$ cat src/rtl/adf_pkg.sv
// Package for the API frame deframer: frame constants, sequencer states and
// the structures passed between the core and its output buffer.
// Used by adf_out_buf, the core and the testbench; depends on nothing.
package adf_pkg;

  localparam int unsigned FRAME_CAP_DEF = 64;

  localparam int unsigned BYTE_W = 8;
  localparam int unsigned HDR_W  = 2;
  localparam int unsigned LEN_W  = 16;
  localparam int unsigned PAY_W  = 17;

  localparam logic [BYTE_W-1:0] DELIM     = 8'h7E;
  localparam logic [HDR_W-1:0]  HDR_START = 2'd3;

  typedef enum logic [1:0] {
    ST_IDLE,
    ST_STEP,
    ST_PUT2,
    ST_BURST
  } state_e;

  // One output byte together with its frame markers.
  typedef struct packed {
    logic [BYTE_W-1:0] data_byte;
    logic              last_of_frame;
    logic              overflow_flush;
  } beat_t;

  // Occupancy of the output buffer, seen by the read issue logic.
  typedef struct packed {
    logic [1:0] held;
    logic       pop;
  } buf_stat_t;

endpackage

$ cat src/rtl/adf_in_if.sv
// Input channel of the API frame deframer: one received serial byte per
// transaction. Depends on nothing.
interface adf_in_if;
  logic       valid;
  logic       ready;
  logic [7:0] rx_byte;
  logic       command_mode;

  modport source (output valid, rx_byte, command_mode, input ready);
  modport sink   (input valid, rx_byte, command_mode, output ready);
endinterface

$ cat src/rtl/adf_out_if.sv
// Output channel of the API frame deframer: one stored frame byte per
// transaction. Depends on nothing.
interface adf_out_if;
  logic       valid;
  logic       ready;
  logic [7:0] data_byte;
  logic       last_of_frame;
  logic       overflow_flush;

  modport source (output valid, data_byte, last_of_frame, overflow_flush, input ready);
  modport sink   (input valid, data_byte, last_of_frame, overflow_flush, output ready);
endinterface

$ cat src/rtl/adf_ram.sv
// Generic single-write, single-read RAM with a registered read port.
// Depends on nothing.
module adf_ram #(
  parameter int unsigned WIDTH = 8,
  parameter int unsigned DEPTH = 64
) (
  input  logic                     clk_i,
  input  logic                     we_i,
  input  logic [$clog2(DEPTH)-1:0] waddr_i,
  input  logic [WIDTH-1:0]         wdata_i,
  input  logic                     re_i,
  input  logic [$clog2(DEPTH)-1:0] raddr_i,
  output logic [WIDTH-1:0]         rdata_o
);

  logic [WIDTH-1:0] mem_q [DEPTH];

  always_ff @(posedge clk_i) begin
    if (we_i) begin
      mem_q[waddr_i] <= wdata_i;
    end
    if (re_i) begin
      rdata_o <= mem_q[raddr_i];
    end
  end

endmodule

$ cat src/rtl/adf_out_buf.sv
// Two-entry output buffer: holds bytes read from the frame store until the
// sink takes them. Depends on adf_pkg and adf_out_if.
module adf_out_buf (
  input  logic                clk_i,
  input  logic                rst_ni,
  input  logic                push_i,
  input  adf_pkg::beat_t      beat_i,
  output adf_pkg::buf_stat_t  stat_o,
  adf_out_if.source           frm_o
);

  logic           out_valid_q, out_valid_d;
  logic           skid_valid_q, skid_valid_d;
  adf_pkg::beat_t out_q, out_d;
  adf_pkg::beat_t skid_q, skid_d;
  logic           pop;

  assign pop = out_valid_q & frm_o.ready;

  always_comb begin
    out_valid_d  = out_valid_q;
    skid_valid_d = skid_valid_q;
    out_d        = out_q;
    skid_d       = skid_q;
    if (pop) begin
      if (skid_valid_q) begin
        out_d        = skid_q;
        skid_valid_d = push_i;
        skid_d       = beat_i;
      end else begin
        out_valid_d = push_i;
        out_d       = beat_i;
      end
    end else if (!out_valid_q) begin
      out_valid_d = push_i;
      out_d       = beat_i;
    end else if (push_i) begin
      skid_valid_d = 1'b1;
      skid_d       = beat_i;
    end
  end

  always_ff @(posedge clk_i or negedge rst_ni) begin
    if (!rst_ni) begin
      out_valid_q  <= 1'b0;
      skid_valid_q <= 1'b0;
    end else begin
      out_valid_q  <= out_valid_d;
      skid_valid_q <= skid_valid_d;
    end
  end

  always_ff @(posedge clk_i) begin
    out_q  <= out_d;
    skid_q <= skid_d;
  end

  assign stat_o.held = {1'b0, out_valid_q} + {1'b0, skid_valid_q};
  assign stat_o.pop  = pop;

  assign frm_o.valid          = out_valid_q;
  assign frm_o.data_byte      = out_q.data_byte;
  assign frm_o.last_of_frame  = out_q.last_of_frame;
  assign frm_o.overflow_flush = out_q.overflow_flush;

  // A byte must never arrive while both entries are held and none leaves.
  a_no_overrun: assert property (@(posedge clk_i) disable iff (!rst_ni)
    (push_i && out_valid_q && !frm_o.ready) |-> !skid_valid_q)
    else $error("output buffer overrun");

endmodule

$ cat src/rtl/api_frame_deframer_core.sv
// Top level of the API frame deframer: header/payload tracking, the frame
// store and the burst read-out. Depends on adf_pkg, adf_in_if, adf_out_if,
// adf_ram and adf_out_buf.
//
//  channel | dir | transaction        | payload
//  rx_i    | in  | one serial byte    | rx_byte, command_mode
//  frm_o   | out | one frame byte     | data_byte, last_of_frame, overflow_flush
//
// A byte is accepted in ST_IDLE and applied in ST_STEP, followed by ST_PUT2 when
// it is a delimiter that starts a header, and dropped on acceptance in command
// mode; a finished or overflowing frame is read out in ST_BURST. The burst rate
// is set by the single RAM read port, one byte per cycle while the sink keeps up.
// Reset clears all counters; the frame store itself is not cleared.
// A stalled sink holds the burst through a two-entry output buffer; rx_i is
// ready only while the sequencer is idle.
module api_frame_deframer_core #(
  parameter int unsigned FRAME_CAP = adf_pkg::FRAME_CAP_DEF
) (
  input  logic      clk_i,
  input  logic      rst_ni,
  adf_in_if.sink    rx_i,
  adf_out_if.source frm_o
);

  localparam int unsigned CW = $clog2(FRAME_CAP + 1);
  localparam int unsigned AW = $clog2(FRAME_CAP);

  adf_pkg::state_e state_q, state_d;

  logic [CW-1:0]               count_q, count_d;
  logic [adf_pkg::HDR_W-1:0]   hdr_q, hdr_d;
  logic [adf_pkg::PAY_W-1:0]   pay_q, pay_d;
  logic [adf_pkg::LEN_W-1:0]   len_q, len_d;
  logic [adf_pkg::BYTE_W-1:0]  byte_q, byte_d;
  logic                        cmd_q, cmd_d;
  logic                        ovf_q, ovf_d;
  logic [CW-1:0]               n_q, n_d;
  logic [CW-1:0]               rd_q, rd_d;
  logic                        rd_valid_q, rd_valid_d;
  logic                        rd_last_q, rd_last_d;
  logic                        rd_ovf_q, rd_ovf_d;

  logic                        we;
  logic [AW-1:0]               waddr;
  logic                        re;
  logic [adf_pkg::BYTE_W-1:0]  rdata;

  adf_pkg::buf_stat_t          stat;
  adf_pkg::beat_t              beat;
  logic [1:0]                  occ;
  logic                        issue_ok;
  logic                        accept;

  // Update decode for one byte.
  logic                        hdr_take, pay_take, put1, put2, done;
  logic [adf_pkg::HDR_W-1:0]   hdr_a, hdr_b;
  logic [adf_pkg::LEN_W-1:0]   len_a;
  logic [adf_pkg::PAY_W-1:0]   pay_a, pay_b;

  assign rx_i.ready = (state_q == adf_pkg::ST_IDLE);
  assign accept     = rx_i.valid & rx_i.ready;

  // Bytes held in the output buffer plus the read that is in flight.
  assign occ      = stat.held + {1'b0, rd_valid_q};
  assign issue_ok = (occ < 2'd2) || stat.pop;

  always_comb begin
    hdr_take = hdr_q > adf_pkg::HDR_W'(1);
    pay_take = pay_q > adf_pkg::PAY_W'(1);
    put1     = hdr_take | pay_take;
    hdr_a    = hdr_take ? hdr_q - adf_pkg::HDR_W'(1) : hdr_q;
    len_a    = hdr_take ? {len_q[adf_pkg::LEN_W-adf_pkg::BYTE_W-1:0], byte_q} : len_q;
    pay_a    = pay_take ? pay_q - adf_pkg::PAY_W'(1) : pay_q;
    done     = pay_a == adf_pkg::PAY_W'(1);
    // The second length byte completes the header at once.
    if (hdr_a == adf_pkg::HDR_W'(1)) begin
      hdr_b = '0;
      pay_b = {1'b0, len_a} + adf_pkg::PAY_W'(2);
    end else begin
      hdr_b = hdr_a;
      pay_b = pay_a;
    end
    put2 = (byte_q == adf_pkg::DELIM) && (pay_b == '0);
  end

  always_comb begin
    state_d    = state_q;
    count_d    = count_q;
    hdr_d      = hdr_q;
    pay_d      = pay_q;
    len_d      = len_q;
    byte_d     = byte_q;
    cmd_d      = cmd_q;
    ovf_d      = ovf_q;
    n_d        = n_q;
    rd_d       = rd_q;
    rd_valid_d = 1'b0;
    rd_last_d  = rd_last_q;
    rd_ovf_d   = rd_ovf_q;
    we         = 1'b0;
    waddr      = count_q[AW-1:0];
    re         = 1'b0;

    case (state_q)
      adf_pkg::ST_IDLE: begin
        if (accept) begin
          byte_d = rx_i.rx_byte;
          cmd_d  = rx_i.command_mode;
          if (count_q >= CW'(FRAME_CAP - 1)) begin
            // Store holding FRAME_CAP - 1 bytes or more: flush it before the byte is looked at.
            n_d     = count_q;
            count_d = '0;
            pay_d   = '0;
            ovf_d   = 1'b1;
            rd_d    = '0;
            state_d = adf_pkg::ST_BURST;
          end else if (!rx_i.command_mode) begin
            state_d = adf_pkg::ST_STEP;
          end
        end
      end

      adf_pkg::ST_STEP: begin
        we    = put1;
        len_d = len_a;
        if (done) begin
          n_d     = count_q + CW'(1);
          count_d = '0;
          pay_d   = '0;
          ovf_d   = 1'b0;
          rd_d    = '0;
          state_d = adf_pkg::ST_BURST;
        end else begin
          count_d = count_q + CW'(put1);
          pay_d   = pay_b;
          if (put2) begin
            hdr_d   = adf_pkg::HDR_START;
            state_d = adf_pkg::ST_PUT2;
          end else begin
            hdr_d   = hdr_b;
            state_d = adf_pkg::ST_IDLE;
          end
        end
      end

      adf_pkg::ST_PUT2: begin
        we      = 1'b1;
        count_d = count_q + CW'(1);
        state_d = adf_pkg::ST_IDLE;
      end

      adf_pkg::ST_BURST: begin
        if (issue_ok) begin
          re         = 1'b1;
          rd_valid_d = 1'b1;
          rd_last_d  = rd_q == n_q - CW'(1);
          rd_ovf_d   = ovf_q;
          rd_d       = rd_q + CW'(1);
          if (rd_q == n_q - CW'(1)) begin
            state_d = (ovf_q && !cmd_q) ? adf_pkg::ST_STEP : adf_pkg::ST_IDLE;
          end
        end
      end

      default: begin
        state_d = adf_pkg::ST_IDLE;
      end
    endcase
  end

  always_ff @(posedge clk_i or negedge rst_ni) begin
    if (!rst_ni) begin
      state_q    <= adf_pkg::ST_IDLE;
      count_q    <= '0;
      hdr_q      <= '0;
      pay_q      <= '0;
      len_q      <= '0;
      cmd_q      <= 1'b0;
      ovf_q      <= 1'b0;
      n_q        <= '0;
      rd_q       <= '0;
      rd_valid_q <= 1'b0;
    end else begin
      state_q    <= state_d;
      count_q    <= count_d;
      hdr_q      <= hdr_d;
      pay_q      <= pay_d;
      len_q      <= len_d;
      cmd_q      <= cmd_d;
      ovf_q      <= ovf_d;
      n_q        <= n_d;
      rd_q       <= rd_d;
      rd_valid_q <= rd_valid_d;
    end
  end

  always_ff @(posedge clk_i) begin
    byte_q    <= byte_d;
    rd_last_q <= rd_last_d;
    rd_ovf_q  <= rd_ovf_d;
  end

  adf_ram #(
    .WIDTH (adf_pkg::BYTE_W),
    .DEPTH (FRAME_CAP)
  ) u_store (
    .clk_i   (clk_i),
    .we_i    (we),
    .waddr_i (waddr),
    .wdata_i (byte_q),
    .re_i    (re),
    .raddr_i (rd_q[AW-1:0]),
    .rdata_o (rdata)
  );

  assign beat.data_byte      = rdata;
  assign beat.last_of_frame  = rd_last_q;
  assign beat.overflow_flush = rd_ovf_q;

  adf_out_buf u_out_buf (
    .clk_i  (clk_i),
    .rst_ni (rst_ni),
    .push_i (rd_valid_q),
    .beat_i (beat),
    .stat_o (stat),
    .frm_o  (frm_o)
  );

  a_count_bound: assert property (@(posedge clk_i) disable iff (!rst_ni)
    count_q <= CW'(FRAME_CAP))
    else $error("frame store count beyond capacity");

  a_hdr_pay_excl: assert property (@(posedge clk_i) disable iff (!rst_ni)
    (hdr_q > adf_pkg::HDR_W'(1)) |-> (pay_q == '0))
    else $error("header and payload collection overlap");

  a_burst_range: assert property (@(posedge clk_i) disable iff (!rst_ni)
    (state_q == adf_pkg::ST_BURST) |-> (rd_q < n_q))
    else $error("burst read beyond stored bytes");

  a_no_write_in_burst: assert property (@(posedge clk_i) disable iff (!rst_ni)
    re |-> !we)
    else $error("store written during a burst read");

endmodule

$ cat src/flat_wrapper.sv
// flat-port wrapper written by rule: the top's interface ports become plain ports
module api_frame_deframer_core_flat 
#(
  parameter int unsigned FRAME_CAP = adf_pkg::FRAME_CAP_DEF
)
  (clk_i, rst_ni, rx_i_valid, rx_i_rx_byte, rx_i_command_mode, rx_i_ready, frm_o_valid, frm_o_data_byte, frm_o_last_of_frame, frm_o_overflow_flush, frm_o_ready);
  adf_in_if rx_i_i ();
  adf_out_if frm_o_i ();
  input  logic clk_i;
  input  logic rst_ni;
  input wire logic [$bits(rx_i_i.valid)-1:0] rx_i_valid;
  input wire logic [$bits(rx_i_i.rx_byte)-1:0] rx_i_rx_byte;
  input wire logic [$bits(rx_i_i.command_mode)-1:0] rx_i_command_mode;
  output wire logic [$bits(rx_i_i.ready)-1:0] rx_i_ready;
  output wire logic [$bits(frm_o_i.valid)-1:0] frm_o_valid;
  output wire logic [$bits(frm_o_i.data_byte)-1:0] frm_o_data_byte;
  output wire logic [$bits(frm_o_i.last_of_frame)-1:0] frm_o_last_of_frame;
  output wire logic [$bits(frm_o_i.overflow_flush)-1:0] frm_o_overflow_flush;
  input wire logic [$bits(frm_o_i.ready)-1:0] frm_o_ready;
  assign rx_i_i.valid = rx_i_valid;
  assign rx_i_i.rx_byte = rx_i_rx_byte;
  assign rx_i_i.command_mode = rx_i_command_mode;
  assign rx_i_ready = rx_i_i.ready;
  assign frm_o_valid = frm_o_i.valid;
  assign frm_o_data_byte = frm_o_i.data_byte;
  assign frm_o_last_of_frame = frm_o_i.last_of_frame;
  assign frm_o_overflow_flush = frm_o_i.overflow_flush;
  assign frm_o_i.ready = frm_o_ready;
  api_frame_deframer_core #(.FRAME_CAP(FRAME_CAP)) u_core (.clk_i(clk_i), .rst_ni(rst_ni), .rx_i(rx_i_i), .frm_o(frm_o_i));
endmodule
$ cat config.mk
export PLATFORM = sky130hd
export DESIGN_NAME = api_frame_deframer_core_flat
export DESIGN_NICKNAME = d
export VERILOG_FILES = /design/src/rtl/adf_pkg.sv /design/src/rtl/adf_in_if.sv /design/src/rtl/adf_out_if.sv /design/src/rtl/adf_ram.sv /design/src/rtl/adf_out_buf.sv /design/src/rtl/api_frame_deframer_core.sv /design/src/flat_wrapper.sv
export SDC_FILE = /design/constraint.sdc
export NUM_CORES = 1
export LEC_CHECK = 0
export ABC_CLOCK_PERIOD_IN_PS = 4900
export BUFFER_PORTS_ARGS = -buffer_cell sky130_fd_sc_hd__clkbuf_2
export CORE_MARGIN = 5
export CORE_UTILIZATION = 60
export CTS_CLUSTER_SIZE = 24
export DETAILED_ROUTE_END_ITERATION = 8
export HOLD_SLACK_MARGIN = 0.12
export PLACE_DENSITY_LB_ADDON = 0.15
export SLEW_MARGIN = 20
export SYNTH_ARGS = -nofsm -noshare
export SYNTH_HDL_FRONTEND = slang
export SYNTH_SLANG_ARGS = --single-unit
$ cat constraint.sdc
create_clock -name clk_i -period 4.9 [get_ports clk_i]
set_input_delay 0.735 -clock clk_i [delete_from_list [all_inputs] [get_ports clk_i]]
set_output_delay 0.735 -clock clk_i [all_outputs]
set_load 0.01 [all_outputs]
**Word level (Yosys, flattened, before mapping)**

Memories as Yosys holds them, arrays and structs flattened. A register that Yosys moved wholly into a read port is not among the register bits.
Cells that the tools add are included.

- Register bits after elaboration: 93
- RAM bits: 512
- Input bits: 13
- Output and inout port bits: 12
- Logic and storage cells: 129
- Memories kept: 1

Memories:

| name | words | bits a word | read ports | clocked after Yosys merged registers in | write ports | line | RTL |
|---|---|---|---|---|---|---|---|
| u_core.u_store.mem_q | 64 | 8 | 1 | 1 | 1 | adf_ram.sv:16 | `logic [WIDTH-1:0] mem_q [DEPTH];` |

- Add/sub/neg operators: 9
- $lt $le $gt $ge: 4
- Eq/ne operators: 16
- Multiplexer cells: 53
- Bitwise gates (word level): 4
- Reduce and logical (&&, ||, !) cells: 21

Operator list:

| cell | number |
|---|---|
| 17-bit 2-to-1 mux | 5 |
| 10-bit 2-to-1 mux | 7 |
| 7-bit 2-to-1 mux | 8 |
| 7-bit one-hot mux with 3 select lines | 2 |
| 17-bit one-hot mux with 2 select lines | 1 |
| 2-bit 2-to-1 mux | 10 |
| 16-bit by 2-bit adder with 17-bit output, second input constant | 1 |
| 17-bit by 1-bit == test with 1-bit output, second input constant | 1 |
| 17-bit by 1-bit > comparator with 1-bit output, second input constant | 1 |
| 17-bit logical NOT | 1 |
| 17-bit by 1-bit subtractor with 17-bit output, second input constant | 1 |
| 16-bit 2-to-1 mux | 1 |
| 1-bit 2-to-1 mux | 15 |
| 7-bit by 1-bit adder with 7-bit output, second input constant | 2 |
| 7-bit one-hot mux with 2 select lines | 1 |
| 3-bit AND reduction | 3 |
| 8-bit by 7-bit == test with 1-bit output, second input constant | 1 |
| 2-bit by 1-bit != test with 1-bit output, second input constant | 4 |
| 2-bit != test, second input constant | 4 |
| 2-bit one-hot mux with 4 select lines | 1 |
| 2-bit AND reduction | 4 |
| 4-bit AND reduction | 2 |
| 7-bit by 1-bit adder with 7-bit output | 1 |
| 7-bit == test | 1 |
| 21 further kinds | 29 |

**Longest topological paths before layout**

- Depth after elaboration: 9
- Depth in mapped cells: 17
- Mapped depth without buffers: 14

**Modules after synthesis**

From an unflattened synthesis, not the netlist that was laid out.

- Cells, all modules: 1,588
- Area total of the unflattened synthesis: 26,349.0 µm²

Modules (own cells, without submodules):

| module | times used | cells an instance | area each (µm²) |
|---|---|---|---|
| adf_ram | 1 | 940 | 20,246.9 |
| api_frame_deframer_core | 1 | 604 | 5,235.0 |
| adf_out_buf | 1 | 44 | 867.1 |

**Worst setup path before layout**

Ideal clock, no wire load.

- Path type: register to register
- From: register u_core.hdr_q[1] (netlist bit)
- To: register u_core.state_q[1]
- Library setup time: 139 ps
- Arrival: 3,610 ps
- Path slack: 1,151 ps
- Cell stages (with the launch flop): 18
- Buffers on the path: 3
- Clock period less this slack: 3,749 ps
- Path through: dfrtp_1 inv_1 ha_1 nand2b_1 clkbuf_1 buf_1 buf_2 nand2_1 nand2_1 ha_1 nand3_1 or2_2 a311oi_1 nor3_1 a211oi_1 a211oi_1 nand4_1 a41oi_1

- Cells in the longest elaborated chain, start to end: 9
- Elaborated cells between the ends (all ways): 12
- Those cells by class: 2 x add/sub; 1 x order compare; 1 x eq/ne; 6 x mux; 2 x reduce/logical

Ends and longest elaborated chain:

| item | line | RTL |
|---|---|---|
| start: declaration | api_frame_deframer_core.sv:31 | `logic [adf_pkg::HDR_W-1:0] hdr_q, hdr_d;` |
| start signal: assignment | api_frame_deframer_core.sv:186 | `hdr_q <= hdr_d;` |
| 2-bit by 1-bit > comparator with 1-bit output | api_frame_deframer_core.sv:68 | `hdr_take = hdr_q > adf_pkg::HDR_W'(1);` |
| 16-bit 2-to-1 mux | api_frame_deframer_core.sv:72 | `len_a = hdr_take ? {len_q[adf_pkg::LEN_W-adf_pkg::BYTE_W-1:0], byte_q} : len_q;` |
| via u_core.len_a (one bit) | api_frame_deframer_core.sv:57 | `logic [adf_pkg::LEN_W-1:0] len_a;` |
| 16-bit by 2-bit adder with 17-bit output | api_frame_deframer_core.sv:78 | `pay_b = {1'b0, len_a} + adf_pkg::PAY_W'(2);` |
| 17-bit 2-to-1 mux | api_frame_deframer_core.sv:76 | `if (hdr_a == adf_pkg::HDR_W'(1)) begin` |
| 17-bit logical NOT | api_frame_deframer_core.sv:83 | `put2 = (byte_q == adf_pkg::DELIM) && (pay_b == '0);` |
| 1-bit logical AND | api_frame_deframer_core.sv:83 |  |
| 2-bit 2-to-1 mux | api_frame_deframer_core.sv:136 | `if (put2) begin` |
| 2-bit 2-to-1 mux | api_frame_deframer_core.sv:126 | `if (done) begin` |
| 2-bit one-hot mux with 4 select lines | api_frame_deframer_core.sv:104 | `case (state_q)` |
| end signal: assignment | api_frame_deframer_core.sv:173 | `state_q <= adf_pkg::ST_IDLE;` |
| end signal: assignment | api_frame_deframer_core.sv:184 | `state_q <= state_d;` |
| end: declaration | api_frame_deframer_core.sv:28 | `adf_pkg::state_e state_q, state_d;` |

The timed path passes the listed nets, and every way through them passes these cells.
A chain may end at the register's enable or synchronous reset.

**Worst setup path after layout**

- From: register u_core.pay_q[1] (netlist bit)
- To: memory u_core.u_store.mem_q[17][2] (enable)

- Cells in the longest elaborated chain, start to end: 5

Ends and longest elaborated chain:

| item | line | RTL |
|---|---|---|
| start: declaration | api_frame_deframer_core.sv:32 | `logic [adf_pkg::PAY_W-1:0] pay_q, pay_d;` |
| start signal: assignment | api_frame_deframer_core.sv:187 | `pay_q <= pay_d;` |
| 17-bit by 1-bit > comparator with 1-bit output | api_frame_deframer_core.sv:69 | `pay_take = pay_q > adf_pkg::PAY_W'(1);` |
| 1-bit OR | api_frame_deframer_core.sv:70 | `put1 = hdr_take \| pay_take;` |
| 1-bit one-hot mux with 2 select lines | api_frame_deframer_core.sv:104 |  |
| 1-bit 2-to-1 mux | adf_ram.sv:19 | `if (we_i) begin` |
| 1-bit 2-to-1 mux (not written as such) | adf_ram.sv:20 | `mem_q[waddr_i] <= wdata_i;` |
| end: declaration | adf_ram.sv:16 |  |

No other way between the ends.

==> reports/results.tsv <==
metric	value	unit
syn2layout_area_growth	10.76	%
critical-path-top-delay-family	simple AND/OR/NAND/NOR gates	
slew_violations	0	
antenna_left	0	
crit_top_cell	nor2_1	
syn_area_per_cell	17.59	um2
boundaryPins	25	
post_cts_buffers	0	
path_max_fanout	12	
path_cells	inv_1 > ha_1 > o21bai_1 > and3_1 > and2_1 > a21oi_1 > o21ai_0 > nor2_1 > nand3b_1 > nor2_1	
startpoint_type	register	
drive_above_1_share	0.2278	
root_buffer	clkbuf_16	
grt.overflow.total	0	
drv_cap	0	
die_y	218.3	um
arrival	4340	ps
vias	14030	
endpoint_kind	register	
numPortBuffers	24	
clk_path_buf_depth	3	
cts_hold_buffers	1	
cpPeakStageDelay	690	ps
slowest_stage	nor2_1	
worst_slack	819.0	ps
min_period	4081	ps
synth_seq_cells	613	
hold_class	in2reg	
grt_usage	0.2553	
p_leak	9.248	nW
die-area	0.04765	mm2
grt_pass1_wl	90060	um
final_core_util	0.6708	
setup_violations	0	
path_class	reg2reg	
yosys.area.top_type	edfxtp_1	
netlist_instances	1480	
die_w	218.3	um
wl_per_cell	27.61	um
via_per_inst	6.521	
yosys.area.top_type_share	0.6345	
drc_errors	0	
dr.pass1.iters	6	
cts_htree_levels	2	
place_ws	966.4	ps
max_freq	0.2450	GHz
rsz0062_at_grt	false	
crit_buf_inv	1	
synthFlopType	edfxtp_1	
run_status	complete, no violations	
ys_types	74	
clock_latency	630	ps
tritoncts	yes	
dp_hpwl	37130	um
grt_max_degree	70	
ys_seq_area_frac	0.6951	
setup-tns-final	0	ps
cts_resized	0	
ys_top_cells_by_area	edfxtp_1 (63%), mux4_2 (15%), dfrtp_1 (6.1%)	
power_density	541.8	mW/mm2
drtIter0Drc	1523	
antenna_found_initial	0	
cts-buffers-inserted	60	
tightestPinTransition	1012	ps
final-hold-violation-count	0	
fin_skew	33.80	ps
syn_area	0.02603	mm2
n_antenna_cell	0	
cts.clk_slew.worst_paths	60	ps
rows	76	
period_share	0.8329	
routed_wirelength	59420	um
ir_worst_vdd	0.3421	mV
p_total	0.01562	W
synth_nets	1510	
synth_enable_flop_cells	550	
cp.required	5150	ps
core_area	0.04298	mm2
cts.sinks	613	
async_flop_share	0.1028	
start_util	0.6056	
grt_pass1_vias	13750	
relSlewSlack	0.3229	
ys_warn_count	0	
nNetsFinal	1545	
place.gp.congestion	0.9361	
==> synth_stat cells (4+ instances only) <==
cell,count
edfxtp_1,550
mux4_2,168
nor2_1,105
nand2_1,76
dfrtp_1,63
clkbuf_1,60
o21ai_0,43
a21oi_1,32
nand3_1,30
mux2_2,27
inv_1,25
mux2i_1,22
ha_1,17
buf_1,16
nor4_1,16
nor3_1,14
xnor2_1,12
a211oi_1,11
a22o_1,11
nand2b_1,11
and3_1,10
o31ai_1,10
a31oi_1,9
nand4_1,8
o211ai_1,8
nand3b_1,7
or2_2,7
a21o_1,6
and2_1,6
and4_1,6
nor2b_1,6
o21a_1,6
o22ai_1,6
or3_1,5
or4_1,5
a22oi_1,4
o31a_1,4
xor2_1,4
==> worst paths after layout <==
path	slack, ps	start	depth (start not counted)	endpoint
worst max register to register	820	u_core.pay_q[1]	10	u_core.u_store.mem_q[17][2]
worst max-delay path	820	u_core.pay_q[1]	10	u_core.u_store.mem_q[17][2]
worst min-delay path	300	rx_i_rx_byte[3]	1	u_core.byte_q[3]
worst min register to register	460	u_core.u_store.rdata_o[2]	0	u_core.u_out_buf.skid_q[4]
max in group asynchronous	3240	rst_ni	3	u_core.rd_q[1]
min in group asynchronous	660	rst_ni	2	u_core.u_out_buf.frm_o.valid
==> metal layers <==
| metal | vias to the layer above | global-route usage | wire length [um] |
|---|---|---|---|
| met5 | - | 0 | 0 |
| met3 | 91 | 0.05070 | 5385 |
| met1 | 7165 | 0.3885 | 24550 |
| met4 | 0 | 0.07243 | 1561 |
| li1 | 6093 | - | - |
| met2 | 684 | 0.3864 | 27930 |
==> report_power, final <==
group / switching (W) / leakage, nW / internal (W)
clock: 0.00196 / 0.965 / 0.00268
sequential: 0.000389 / 5.77 / 0.00620
combinational: 0.00260 / 2.52 / 0.00179
total: 0.00495 / 9.25 / 0.0107
==> logic make-up after synthesis <==
family,after synthesis,share of synthesized area
mux,217,0.1655
flops,613,0.6951
xor+xnor,16,0.005384
fa+ha+maj,17,0.008172
compound gates,183,0.04759
simple gates,328,0.06216
buf+inv,106,0.01610
==> cells in the final DEF, fill, tap and decap left out, types with 11 or more instances in the layout <==
| cell type | n |
|---|---|
| edfxtp_1 | 550 |
| mux4_2 | 168 |
| nor2_1 | 105 |
| nand2_1 | 76 |
| clkbuf_16 | 61 |
| dfrtp_1 | 60 |
| o21ai_0 | 43 |
| a21oi_1 | 32 |
| nand3_1 | 30 |
| mux2_2 | 27 |
| buf_4 | 26 |
| inv_1 | 25 |
| clkbuf_2 | 23 |
| mux2i_1 | 22 |
| ha_1 | 17 |
| nor4_1 | 16 |
| nor3_1 | 14 |
| clkinv_2 | 13 |
| clkbuf_1 | 13 |
| xnor2_1 | 12 |
| nand2b_1 | 11 |
| a211oi_1 | 11 |
| a22o_1 | 11 |
==> per-stage QoR <==
stage          hold slack [ps]  instances  area (um2)
6_report                 304.6       2152       28830
5_1_grt                  284.6       2152       28830
4_1_cts                  272.2       2152       28830
3_5_place_dp             442.5       2037       26820
3_3_place_gp             434.9       2037       26820
2_1_floorplan            420.4       1480       26030
==> flip-flops by register name, summed over array words and instances (netlist names) <==
signal	count
u_core.u_store.mem_q	512
u_core.pay_q	17
u_core.len_q	16
u_core.u_out_buf.skid_q	10
u_core.byte_q	8
u_core.u_out_buf.frm_o.data_byte	8
u_core.u_store.rdata_o	8
u_core.count_q	7
u_core.n_q	7
u_core.rd_q	7
u_core.hdr_q	2
u_core.state_q	2
u_core.cmd_q	1
u_core.ovf_q	1
u_core.rd_last_q	1
u_core.rd_ovf_q	1
u_core.rd_valid_q	1
u_core.u_out_buf.frm_o.last_of_frame	1
u_core.u_out_buf.frm_o.overflow_flush	1
u_core.u_out_buf.frm_o.valid	1
u_core.u_out_buf.skid_valid_q	1
==> final cells by class <==
| type | instances | area (um2) |
|---|---|---|
| clock inverters | 39 | 406.6 |
| well taps | 585 | 732.0 |
| inverters | 25 | 93.84 |
| clock buffers | 75 | 1589 |
| flip-flops and latches | 613 | 18100 |
| repair buffers | 54 | 385.4 |
| multi-input cells | 761 | 7522 |
| fillers | 2876 | 14150 |
(Power assumes the default switching activity.)
